### src/hdl/sir_queue.sv
module sir_queue #(
    parameter int WIDTH = 160
) (
    input  logic             i_clk,
    input  logic             i_rst_n,
    input  logic             i_valid,
    output logic             o_ready,
    input  logic [WIDTH-1:0] i_data,
    output logic             o_valid,
    input  logic             i_ready,
    output logic [WIDTH-1:0] o_data
);

    logic [WIDTH-1:0] r_mem [0:1];
    logic             r_wp;
    logic             r_rp;
    logic [1:0]       r_cnt;
    logic             w_push;
    logic             w_pop;

    assign o_ready = (r_cnt != 2'd2);
    assign o_valid = (r_cnt != 2'd0);
    assign o_data  = r_mem[r_rp];
    assign w_push  = i_valid && o_ready;
    assign w_pop   = o_valid && i_ready;

    always_ff @(posedge i_clk) begin
        if (!i_rst_n) begin
            r_wp  <= 1'b0;
            r_rp  <= 1'b0;
            r_cnt <= 2'd0;
        end else begin
            if (w_push) begin
                r_wp <= ~r_wp;
            end
            if (w_pop) begin
                r_rp <= ~r_rp;
            end
            r_cnt <= r_cnt + 2'(w_push) - 2'(w_pop);
        end
        if (w_push) begin
            r_mem[r_wp] <= i_data;
        end
    end

endmodule

### config.mk
export PLATFORM = sky130hd
export DESIGN_NAME = sir_queue
export DESIGN_NICKNAME = d
export VERILOG_FILES = /design/src/hdl/sir_queue.sv
export SDC_FILE = /design/constraint.sdc
export NUM_CORES = 1
export LEC_CHECK = 0
export BUFFER_PORTS_ARGS = -buffer_cell sky130_fd_sc_hd__buf_4
export CAP_MARGIN = 10
export CELL_PAD_IN_SITES_DETAIL_PLACEMENT = 0
export CELL_PAD_IN_SITES_GLOBAL_PLACEMENT = 1
export CORE_MARGIN = 2
export CORE_UTILIZATION = 40
export DETAILED_ROUTE_END_ITERATION = 8
export GPL_ROUTABILITY_DRIVEN = 0
export PLACE_DENSITY_LB_ADDON = 0.1
export SETUP_SLACK_MARGIN = 0.05
export SYNTH_ARGS = -nofsm -noshare
export SYNTH_HDL_FRONTEND = slang
export SYNTH_SLANG_ARGS = --single-unit
### constraint.sdc
create_clock -name i_clk -period 7.7 [get_ports i_clk]
set_input_delay 0.77 -clock i_clk [delete_from_list [all_inputs] [get_ports i_clk]]
set_output_delay 0.77 -clock i_clk [all_outputs]
set_load 0.1 [all_outputs]
# Yosys cells after proc, flatten, opt, wreduce, memory -nomap -nowiden

Memories as Yosys holds them, arrays and structs flattened. A register that Yosys moved wholly into a read port is not among the register bits.
Index checks and enable logic that the tools add are counted.

$add $sub $neg: 2
Reductions and logical operators: 3
Mux-type cells: 4
Bitwise gates (word level): 2
Eq/ne operators: 1

Operator list:

| kind                                        | count |
|---|---|
| 1-bit two-way mux                           | 4 |
| 2-bit by 1-bit adder with 2-bit output      | 1 |
| 1-bit logical AND                           | 2 |
| 2-bit != test (second input constant)       | 1 |
| 1-bit inverter                              | 2 |
| 2-bit nonzero test                          | 1 |
| 2-bit by 1-bit subtractor with 2-bit output | 1 |

Output and inout bits: 162
Memories: 1
Bits in writable memories: 320
Flip-flop bits (word level): 4

Memory list:

| memory | depth | width | rd ports | clocked after memory_dff | write ports | RTL line | text |
|---|---|---|---|---|---|---|---|
| r_mem  | 2     | 160   | 1        | 1                        | 1           | 14       | `logic [WIDTH-1:0] r_mem [0:1];` |

# Longest topological paths before layout

Gate-level depths: netlist of the first run.

Depth in word-level cells: 4
Gate-level depth with buffers: 8
Gate-level depth less buffers: 8

# Least setup slack after synthesis of the first run

No wires, ideal clock.

Kind: flip-flop to flip-flop
From: reg r_cnt[0]
To: mem r_mem[0][0], enable pin
Setup slack: -1,079 ps
Setup time: 683 ps
Data arrival time: 8,096 ps
Path buffers: 0
Cell stages (with the launch flop): 4
Path through: dfxtp_1 > nand2b_1 > nand2_1 > nor2_1

Word-level cells in the longest chain between the ends: 4

Ends and longest elaborated chain:

| what                                    | RTL line | text |
|---|---|---|
| from (decl)                             | 17       | `logic [1:0] r_cnt;` |
| from (signal assigned)                  | 39       | `r_cnt <= r_cnt + 2'(w_push) - 2'(w_pop);` |
| 2-bit != test                           | 21       | `assign o_ready = (r_cnt != 2'd2);` |
| via o_ready                             | 7        | `output logic o_ready,` |
| 1-bit logical AND                       | 24       | `assign w_push = i_valid && o_ready;` |
| 1-bit two-way mux                       | 41       | `if (w_push) begin` |
| 1-bit two-way mux (implied by the code) | 42       | `r_mem[r_wp] <= i_data;` |
| to (decl)                               | 14       |  |

The timed path passes the listed nets, and every way through them passes these cells.

==> flow_summary.json, run 1 <==
{
  "clock_insertion_delay_worst_skew_ns": 0.50,
  "nFillCells": 2399,
  "ys_types": 18,
  "dr_total_vias": 6005,
  "yosys_register_bits": 325,
  "max_cap_violations": 0,
  "timing_worst_slew_pin_value_ns": 1.08,
  "clock_tree_root_buffer_cell": "clkbuf_16",
  "power.leakage_uw": 0.00614,
  "final_net_count": 1039,
  "number_of_synthesized_flops_with_an_enable_pin": 320,
  "register_to_register_setup_slack_ns": 4.93,
  "detailed_routing_iterations_pass_1": 4,
  "largest_net_degree_at_the_start_of_global_routing": 73,
  "grt_first_pass_wirelength_um": 36100,
  "final-setup-viol-count": 0,
  "pin_count": 326,
  "min_delay_path_depth": 1,
  "finClkSkew_ns": 0.00803,
  "drive_gt1_share_pct": 60.2,
  "vias_per_cell": 4.66,
  "die_w_um": 179,
  "vias_in_the_first_global_route": 6440,
  "cp_common_cell": "buf_4",
  "worstPathCellList": "buf_4, mux2_2, buf_4",
  "post_synthesis_average_cell_area_sq_um": 23.3,
  "cellPowerDensity_mw_per_mm2": 437,
  "layout-area-overhead-vs-synth_pct": 32.2,
  "gr-total-overflow": 0,
  "critical_path_depth": 3,
  "worst-path-max-fanout": 68,
  "final_area_sq_mm": 0.0161,
  "cts_tree": "built",
  "category_of_the_worst_setup_path_launch_point": "register",
  "rows": 63,
  "grt_util_all_layers_pct": 15.1,
  "ff_latch_area_sq_mm": 0.00971,
  "worst_hold_path_type": "input port to register",
  "number_of_buffers_added_for_setup_after_cts": 0,
  "portBuffers": 325,
  "rsz0062_at_grt": "false",
  "synth_common_cells": "edfxtp_1, mux2_4, mux2_2, buf_6, buf_2",
  "reg2regPathDepth": 4,
  "endpoint_kind": "output pin",
  "synth_area_leaders": "edfxtp_1, mux2_4, mux2_2",
  "fin_setup_tns_ns": 0,
  "outcome": "finished, final reports clean",
  "postSynth.topFlopCell": "edfxtp_1",
  "initialDrtViolationCount": 348,
  "critPathTopFamily": "buffers and inverters",
  "post-synth-top-area-cell": "edfxtp_1",
  "clock.fmax_mhz": 268,
  "reg_to_reg_critical_path_startpoint": "r_cnt[0]",
  "timing.critical_path.arrival_ns": 2.96,
  "period_minus_slack_ns": 3.73,
  "buffers_and_inverters_on_the_worst_path": 2,
  "slew_viols_final": 0,
  "detailed_place_hpwl_um": 16900,
  "synth.most_common_cell": "edfxtp_1",
  "cts.clk_slew.worst_paths_ns": 0.06,
  "synth_async_sr_flop_share_pct": 0,
  "floorplan.die_area_sq_mm": 0.0319,
  "cts.path.max_buffers": 3,
  "postPlaceCellArea_sq_mm": 0.0150,
  "cts.hold.buffers_added": 0,
  "worst_path_max_delay_cell": "buf_4",
  "routed_wl_um": 24900,
  "crit_type": "register to output pin",
  "required_ns": 6.93,
  "start_util_pct": 40.9,
  "tritoncts_num_sinks": 325,
  "cts_made_buffers": 36,
  "syn_area_sq_mm": 0.0122,
  "post-route-drc-count": 0,
  "multi_input_area_sq_mm": 0.00232,
  "synth_warnings": 0,
  "register_area_share_after_synthesis_pct": 79.7,
  "core_region_area_sq_mm": 0.0298,
  "timing.slew.headroom_pct": 28.2,
  "post_cts.resized_instances": 0,
  "syn_nets": 688,
  "r2r_end": "r_mem[0][97]",
  "ir_drop_mv": 0.334,
  "ctsHtreeMaxLevel": 2,
  "die_height_um": 179,
  "hold_violations": 0,
  "post-synth-top-area-fraction_pct": 78.9,
  "min_to": "r_mem[1][113]",
  "postRouteAntennaNets": 0,
  "post-route-period-util_pct": 48.4,
  "worst_hold_startpoint": "i_data[113]",
  "post_drt_wl_per_cell_um": 19.3,
  "post_synth_inst_count": 522,
  "antenna_found_initial": 1,
  "max_stage_delay_ns": 0.92
}
[cells in the final DEF, fill, tap and decap left out]
cell          n
mux2_4      100
clkinvlp_4    5
ha_1          2
o21a_1        1
and3_4        1
dfxtp_4       1
clkinv_1      7
mux2_2       60
dfxtp_1       4
and2_1        2
nand2_1       2
xnor2_1       3
nor2b_1       2
clkbuf_1     10
mux2i_1       1
nor2_4        1
buf_4       331
or2_2         1
diode_2       1
clkinv_2      2
inv_1         1
clkbuf_16    37
nand2b_1      2
bufinv_16     2
edfxtp_1    320
[stage by stage]
step | total power [uW] | hold slack [ns] | worst slack [ns] | std cells | util [%]
final | 7030 | 0.452 | 3.97 | 1289 | 54.1
after global routing | 7270 | 0.428 | 3.81 | 1288 | 54.1
after CTS | 7120 | 0.422 | 3.89 | 1288 | 54.1
after detailed placement | 5520 | 0.521 | 4.44 | 1225 | 50.4
after global placement | 5490 | 0.507 | 4.50 | 1225 | 50.4
after floorplan | 4960 | 0.466 | 1.63 | 522 | -
[power by group]
part | internal (uW) | switching (uW) | leakage (uW) | total, uW
Clock | 947 | 637 | 0.000516 | 1580
Combinational | 763 | 2370 | 0.00259 | 3140
Sequential | 2230 | 89.1 | 0.00303 | 2320
[logic make-up after synthesis]
group	Yosys count	synth area share (%)
fa+ha+maj	2	0.205
compound gates	1	0.0616
flops	325	79.7
xor+xnor	3	0.216
mux	161	17.9
buf+inv	19	1.39
simple gates	11	0.503
[flip-flops by register name, indices dropped and copies added, names as in the netlist, named ones only]
register,flops
r_cnt,2
r_rp,1
r_mem,320
r_wp,1
[final cells by class]
cell class	instances	share of cell area (%)
Multi-Input combinational cell	178	14.4
Inverter	1	0.0233
Timing Repair Buffer	331	15.4
Antenna cell	1	0.0155
Clock buffer	47	5.98
Tap cell	390	3.03
Sequential cell	325	60.3
Clock inverter	16	0.831
[worst max path at each step]
stage | from | endpoint | slack (ns)
5_1_grt | register | o_data[37] | 3.81
2_1_floorplan | r_cnt[0] | r_mem[0][0] | 1.63
3_3_place_gp | register | o_data[58] | 4.50
4_1_cts | register | o_data[37] | 3.89
6_report | register | o_data[37] | 3.97
3_5_place_dp | register | o_data[37] | 4.44
[metal layers]
metal	track usage [%]	part of all wire, %	vias to the layer above
met5	0	0	-
met4	5.22	2.6	0
li1	-	-	2775
met3	5.88	9.7	46
met2	24.9	48	243
met1	18.1	40	2941
Power figures use the tool's default switching activity.
==> run 2, diff against run 1 <==
Settings changed: ABC_AREA from default to 1.
Clock period 7.7 ns to 3.35 ns, I/O delays scaled along.
==> run 2 against run 1 <==
Effect of this change:
- cell count is 7.5% higher
- routed wire length is 2.0% higher
- non-clock buffer count grew 89
- synthesized area is essentially flat
- critical path depth did not move
- clock power rose by 130%
- sequential power rose by 130%
- clock skew grew 0.0027 ns
- via count up 6.4%
- clock-buffer cell count shrank 1
- first-iteration DRC count grew 15%
==> flow_summary.json, run 2 <==
{
  "synth_common_cells": "edfxtp_1, mux2_4, mux2_2, buf_6, nand2_1",
  "final_net_count": 1140,
  "fin_setup_tns_ns": 0,
  "timing_worst_slew_pin_value_ns": 0.958,
  "grt_first_pass_wirelength_um": 36900,
  "timing.slew.headroom_pct": 36.2,
  "post_drt_wl_per_cell_um": 18.3,
  "num_antenna_cells": 0,
  "cts_tree": "built",
  "post-synth-top-area-cell": "edfxtp_1",
  "clock.fmax_mhz": 366,
  "final_core_util_pct": 57.3,
  "post_synth_inst_count": 534,
  "final_cell_mix": "buf_4, edfxtp_1, mux2_4",
  "power.leakage_uw": 0.00658,
  "antenna_found_initial": 1,
  "final-setup-viol-count": 0,
  "number_of_buffers_added_for_setup_after_cts": 0,
  "fin_cells": 1386,
  "power.switching_fraction_pct": 43.7,
  "ys_types": 12,
  "largest_register_ff_count": 320,
  "top_regs": "r_mem: 320 flops, r_cnt: 2 flops",
  "worst-path-max-fanout": 44,
  "ctsHtreeMaxLevel": 2,
  "crit_type": "register to output pin",
  "vias_per_cell": 4.61,
  "die_w_um": 179,
  "timing.critical_path.arrival_ns": 2.39,
  "detailed_routing_iterations_pass_1": 7,
  "synth.most_common_cell": "edfxtp_1",
  "postSynth.topFlopCell": "edfxtp_1",
  "syn_nets": 700,
  "vias_in_the_first_global_route": 6845,
  "clock_insertion_delay_worst_skew_ns": 0.50,
  "share_clk_of_total_power_pct": 22.1,
  "drive_gt1_share_pct": 55.2,
  "ff_latch_area_sq_mm": 0.00972,
  "postPlaceCellArea_sq_mm": 0.0152,
  "place_inst": 1242,
  "regMostFlops": "r_mem",
  "dr_total_vias": 6387,
  "syn_area_sq_mm": 0.0122,
  "layout-area-overhead-vs-synth_pct": 40.1,
  "pin_count": 326,
  "slew_viols_final": 0,
  "finClkSkew_ns": 0.0107,
  "nFillCells": 2351,
  "core_region_area_sq_mm": 0.0298,
  "clock_tree_root_buffer_cell": "clkbuf_16",
  "category_of_the_worst_setup_path_launch_point": "register",
  "cts.path.max_buffers": 3,
  "tritoncts_num_sinks": 325,
  "period_minus_slack_ns": 2.73,
  "worst_hold_path_type": "input port to register",
  "multi_input_area_sq_mm": 0.00233,
  "cellPowerDensity_mw_per_mm2": 950,
  "register_area_share_after_synthesis_pct": 79.6,
  "synth_async_sr_flop_share_pct": 0,
  "worst_slack_ns": 0.621,
  "p_sw_uw": 7090,
  "post-route-period-util_pct": 81.5,
  "layout.cells.most_common": "buf_4",
  "post-route-drc-count": 0,
  "hold_violations": 0,
  "detailed_place_hpwl_um": 16700,
  "portBuffers": 325,
  "largest_net_degree_at_the_start_of_global_routing": 92,
  "final_area_sq_mm": 0.0171,
  "start_util_pct": 40.9,
  "post_cts.resized_instances": 0,
  "outcome": "finished, final reports clean",
  "endpoint_kind": "output pin",
  "routed_wl_um": 25400,
  "combPwrFrac_pct": 44.7,
  "post_synthesis_average_cell_area_sq_um": 22.8,
  "cts_made_buffers": 36,
  "required_ns": 3.01,
  "grt_util_all_layers_pct": 15.2,
  "gr-total-overflow": 0,
  "floorplan.die_area_sq_mm": 0.0319,
  "rsz0062_at_grt": "false",
  "yosys_register_bits": 325,
  "synth_area_leaders": "edfxtp_1, mux2_4, mux2_2",
  "postRouteAntennaNets": 0,
  "synth_warnings": 0,
  "number_of_synthesized_flops_with_an_enable_pin": 320,
  "post-synth-top-area-fraction_pct": 78.8,
  "max_cap_violations": 0,
  "preCtsSetupSlack_ns": 1.09,
  "ir_drop_mv": 0.562,
  "die_height_um": 179,
  "initialDrtViolationCount": 400,
  "rows": 63,
  "sequentialPowerShare_pct": 33.2,
  "cts.clk_slew.worst_paths_ns": 0.06,
  "power.internal_uw": 9140
}
run 2: cell count changes in the layout (fill, tap and decap cells not counted), moves of 3 or more:
cell | previous run | this run
dlygate4sd3_1 | 0 | 84
nand2_1 | 2 | 7
clkinvlp_4 | 5 | 1
xnor2_1 | 3 | 0
inv_1 | 1 | 5
buf_12 | 0 | 6
clkinv_2 | 2 | 6
nor2_1 | 0 | 7
run 2: logic make-up after synthesis:
| family | after synthesis | share of synthesized area [%] |
|---|---|---|
| adder cells (fa/ha/maj) | 2 | 0.205 |
| AO/OA/AOI/OAI | 2 | 0.0821 |
| buffers and inverters | 25 | 1.57 |
| flip-flops | 325 | 79.6 |
| AND/OR/NAND/NOR | 20 | 0.647 |
| multiplexers | 160 | 17.9 |
run 2: timing repair:
action / CTS / global route
endpoints found under the setup margin: 0 / 0
hold endpoints to repair: 111 / 44
hold buffers: 58 / 26
run 2: area by class of cell:
type                       count  share of cell area (%)
tap                          390                    2.86
clock buffer                  46                    5.62
clock inverter                14                   0.659
inverter                       7                   0.176
timing repair buffer         420                    20.1
sequential                   325                    56.9
multi-input combinational    184                    13.7
run 2: layer usage:
metal | share of wire (%) | wire (um) | vias to the layer above | track usage (%)
met2 | 50 | 12700 | 233 | 25.8
met5 | 0.051 | 13 | - | 0
met1 | 39 | 9800 | 3118 | 17.6
met4 | 2.6 | 661 | 2 | 5.28
met3 | 8.9 | 2250 | 48 | 5.75
li1 | - | - | 2986 | -
run 2: critical path: stages, from the launching register on:
cell,delay [ns]
dfxtp_4,0.91
buf_4,0.39
mux2_4,0.33
buf_4,0.23
run 2: final timing paths:
path | startpoint | end | depth (start not counted) | slack (ns)
setup reg to reg | r_cnt[0] | r_mem[1][134] | 5 | 1.53
hold / removal | i_data[84] | r_mem[1][84] | 1 | 0.02
hold reg to reg | r_rp | register | 2 | 0.52
setup / recovery | register | o_data[88] | 3 | 0.62
run 2: power by group through the flow:
stage / clock network, uW / logic [uW] / registers, uW
4_1_cts: 3700 / 7290 / 5390
5_1_grt: 3860 / 7480 / 5430
3_3_place_gp: 0 / 7180 / 5440
2_1_floorplan: 0 / 5930 / 5380
6_report: 3580 / 7260 / 5380
3_5_place_dp: 0 / 7220 / 5470
run 2: metrics by stage:
step | hold WS (ns) | total power [uW]
floorplan | 0.428 | 11300
global placement | 0.486 | 12600
detailed placement | 0.504 | 12700
CTS | 0.0000102 | 16400
global route | -0.00160 | 16800
finish | 0.0247 | 16200
==> run 3, diff against run 2 <==
Settings changed: ABC_AREA 1 to 0.
Clock period 3.35 ns to 2.5 ns, I/O delays scaled along.
==> run 3 against run 2 <==
Effect of this change:
- via count rose by 3.1%
- sequential cell count did not move
- critical path depth did not move
- clock power rose by 33%
- first-iteration DRC count fell by 15%
- sequential power rose by 31%
- highest routed layer is now met4
==> flow_summary.json, run 3 (synthesized netlist as in run 1, its figures left out) <==
{
  "detailed_place_hpwl_um": 16900,
  "grt_first_pass_wirelength_um": 37600,
  "slew_viols_final": 0,
  "final_cell_mix": "buf_4, edfxtp_1, dlygate4sd3_1",
  "cellPowerDensity_mw_per_mm2": 1230,
  "routed_wl_um": 25700,
  "fin_worst_hold_slack_ns": 0.0892,
  "worstPathCellList": "buf_12, mux2_2, buf_4",
  "max_cap_violations": 0,
  "top_regs": "r_mem: 320 flops, r_cnt: 2 flops",
  "layout-area-overhead-vs-synth_pct": 46.6,
  "largest_net_degree_at_the_start_of_global_routing": 89,
  "endpoint_kind": "output pin",
  "final_area_sq_mm": 0.0179,
  "die_w_um": 179,
  "layout.cells.most_common": "buf_4",
  "postRouteAntennaNets": 0,
  "combPwrFrac_pct": 46.1,
  "final_net_count": 1204,
  "gr-total-overflow": 0,
  "post_drt_wl_per_cell_um": 17.7,
  "pin_count": 326,
  "tritoncts_num_sinks": 325,
  "category_of_the_worst_setup_path_launch_point": "register",
  "antenna_found_initial": 2,
  "nFillCells": 2235,
  "final_core_util_pct": 60.0,
  "outcome": "finished, final reports clean",
  "p_sw_uw": 9640,
  "initialDrtViolationCount": 340,
  "start_util_pct": 40.9,
  "postPlaceCellArea_sq_mm": 0.0152,
  "ctsHtreeMaxLevel": 2,
  "required_ns": 2.25,
  "largest_register_ff_count": 320,
  "ir_drop_mv": 0.924,
  "clock_insertion_delay_worst_skew_ns": 0.50,
  "cts_tree": "built",
  "drive_gt1_share_pct": 51.9,
  "cts.clk_slew.worst_paths_ns": 0.06,
  "detailed_routing_iterations_pass_1": 5,
  "vias_per_cell": 4.52,
  "fin_cells": 1456,
  "worst-path-max-fanout": 32,
  "dr_total_vias": 6583,
  "power.switching_fraction_pct": 44.0,
  "grt_util_all_layers_pct": 15.4,
  "core_region_area_sq_mm": 0.0298,
  "finClkSkew_ns": 0.0119,
  "clock_tree_root_buffer_cell": "clkbuf_16",
  "rows": 63,
  "cts_made_buffers": 35,
  "post_cts.resized_instances": 0,
  "clock.fmax_mhz": 451,
  "share_clk_of_total_power_pct": 21.7,
  "sequentialPowerShare_pct": 32.2,
  "rsz0062_at_grt": "false",
  "crit_type": "register to output pin",
  "worst_path_max_delay_cell": "dfxtp_4",
  "die_height_um": 179,
  "timing.slew.headroom_pct": 63.9,
  "worst_hold_path_type": "input port to register",
  "post-route-period-util_pct": 88.7,
  "regMostFlops": "r_mem",
  "power.leakage_uw": 0.00689,
  "final-setup-viol-count": 0,
  "power.internal_uw": 12300,
  "place_inst": 1229,
  "portBuffers": 325,
  "total_power_uw": 21900,
  "timing_worst_slew_pin_value_ns": 0.541,
  "period_minus_slack_ns": 2.22,
  "vias_in_the_first_global_route": 7063,
  "floorplan.die_area_sq_mm": 0.0319,
  "cts.path.max_buffers": 3,
  "max_stage_delay_ns": 0.54,
  "hold_violations": 0,
  "post-route-drc-count": 0,
  "timing.critical_path.arrival_ns": 1.97,
  "buffers_and_inverters_on_the_worst_path": 2,
  "critPathTopFamily": "flip-flops"
}
[run 3: area by class of cell]
cell class | count | area [sq um] | area share (%)
well taps | 390 | 488 | 2.73
clock buffers | 41 | 898 | 5.03
diodes | 2 | 5.00 | 0.0280
repair buffers | 497 | 4250 | 23.8
flip-flops and latches | 325 | 9710 | 54.4
multi-input cells | 178 | 2330 | 13.1
clock inverters | 22 | 169 | 0.945
inverters | 1 | 3.75 | 0.0210
[run 3: metrics by stage]
step                      setup slack [ns]  setup TNS (ns)
after CTS                           0.0715               0
final                                0.282               0
after global routing                 0.190               0
after detailed placement             0.617               0
after floorplan                      -1.08         -276.48
after global placement               0.640               0
[run 3: tightest hold or removal path, delay by kind of cell]
kind                   cells  cell delay (ns)
buffers and inverters      1             0.10
muxes                      1             0.12
and+or+nand+nor            1             0.07
[run 3: final timing paths]
| path | from | to | slack, ns | depth (start not counted) |
|---|---|---|---|---|
| worst min register to register | r_rp | r_rp | 0.54 | 2 |
| worst max-delay path | register | o_data[19] | 0.28 | 3 |
| worst min-delay path | i_valid | r_wp | 0.09 | 3 |
| worst max register to register | r_cnt[1] | r_cnt[1] | 0.89 | 7 |
[run 3: routing by layer]
layer | global-route usage [%] | vias up | part of all wire, % | wire, um
met2 | 26.5 | 228 | 50 | 12900
met5 | 0 | - | 0 | 0
met1 | 18.3 | 3201 | 39 | 10000
met4 | 4.84 | 0 | 2.3 | 601
met3 | 5.05 | 45 | 8.6 | 2200
li1 | - | 3109 | - | -
[run 3: timing repair]
action,4_1_cts,5_1_grt
hold endpoints to repair,324,0
hold buffers,161,0
endpoints found under the setup margin,0,1
buffers inserted,0,1
[run 3: power groups by stage]
stage / logic, uW / clock network [uW] / registers [uW]
floorplan: 8100 / 0 / 7130
global placement: 9870 / 0 / 7170
detailed placement: 9910 / 0 / 7210
CTS: 10100 / 4920 / 7090
global route: 10400 / 5140 / 7120
finish: 10100 / 4750 / 7060
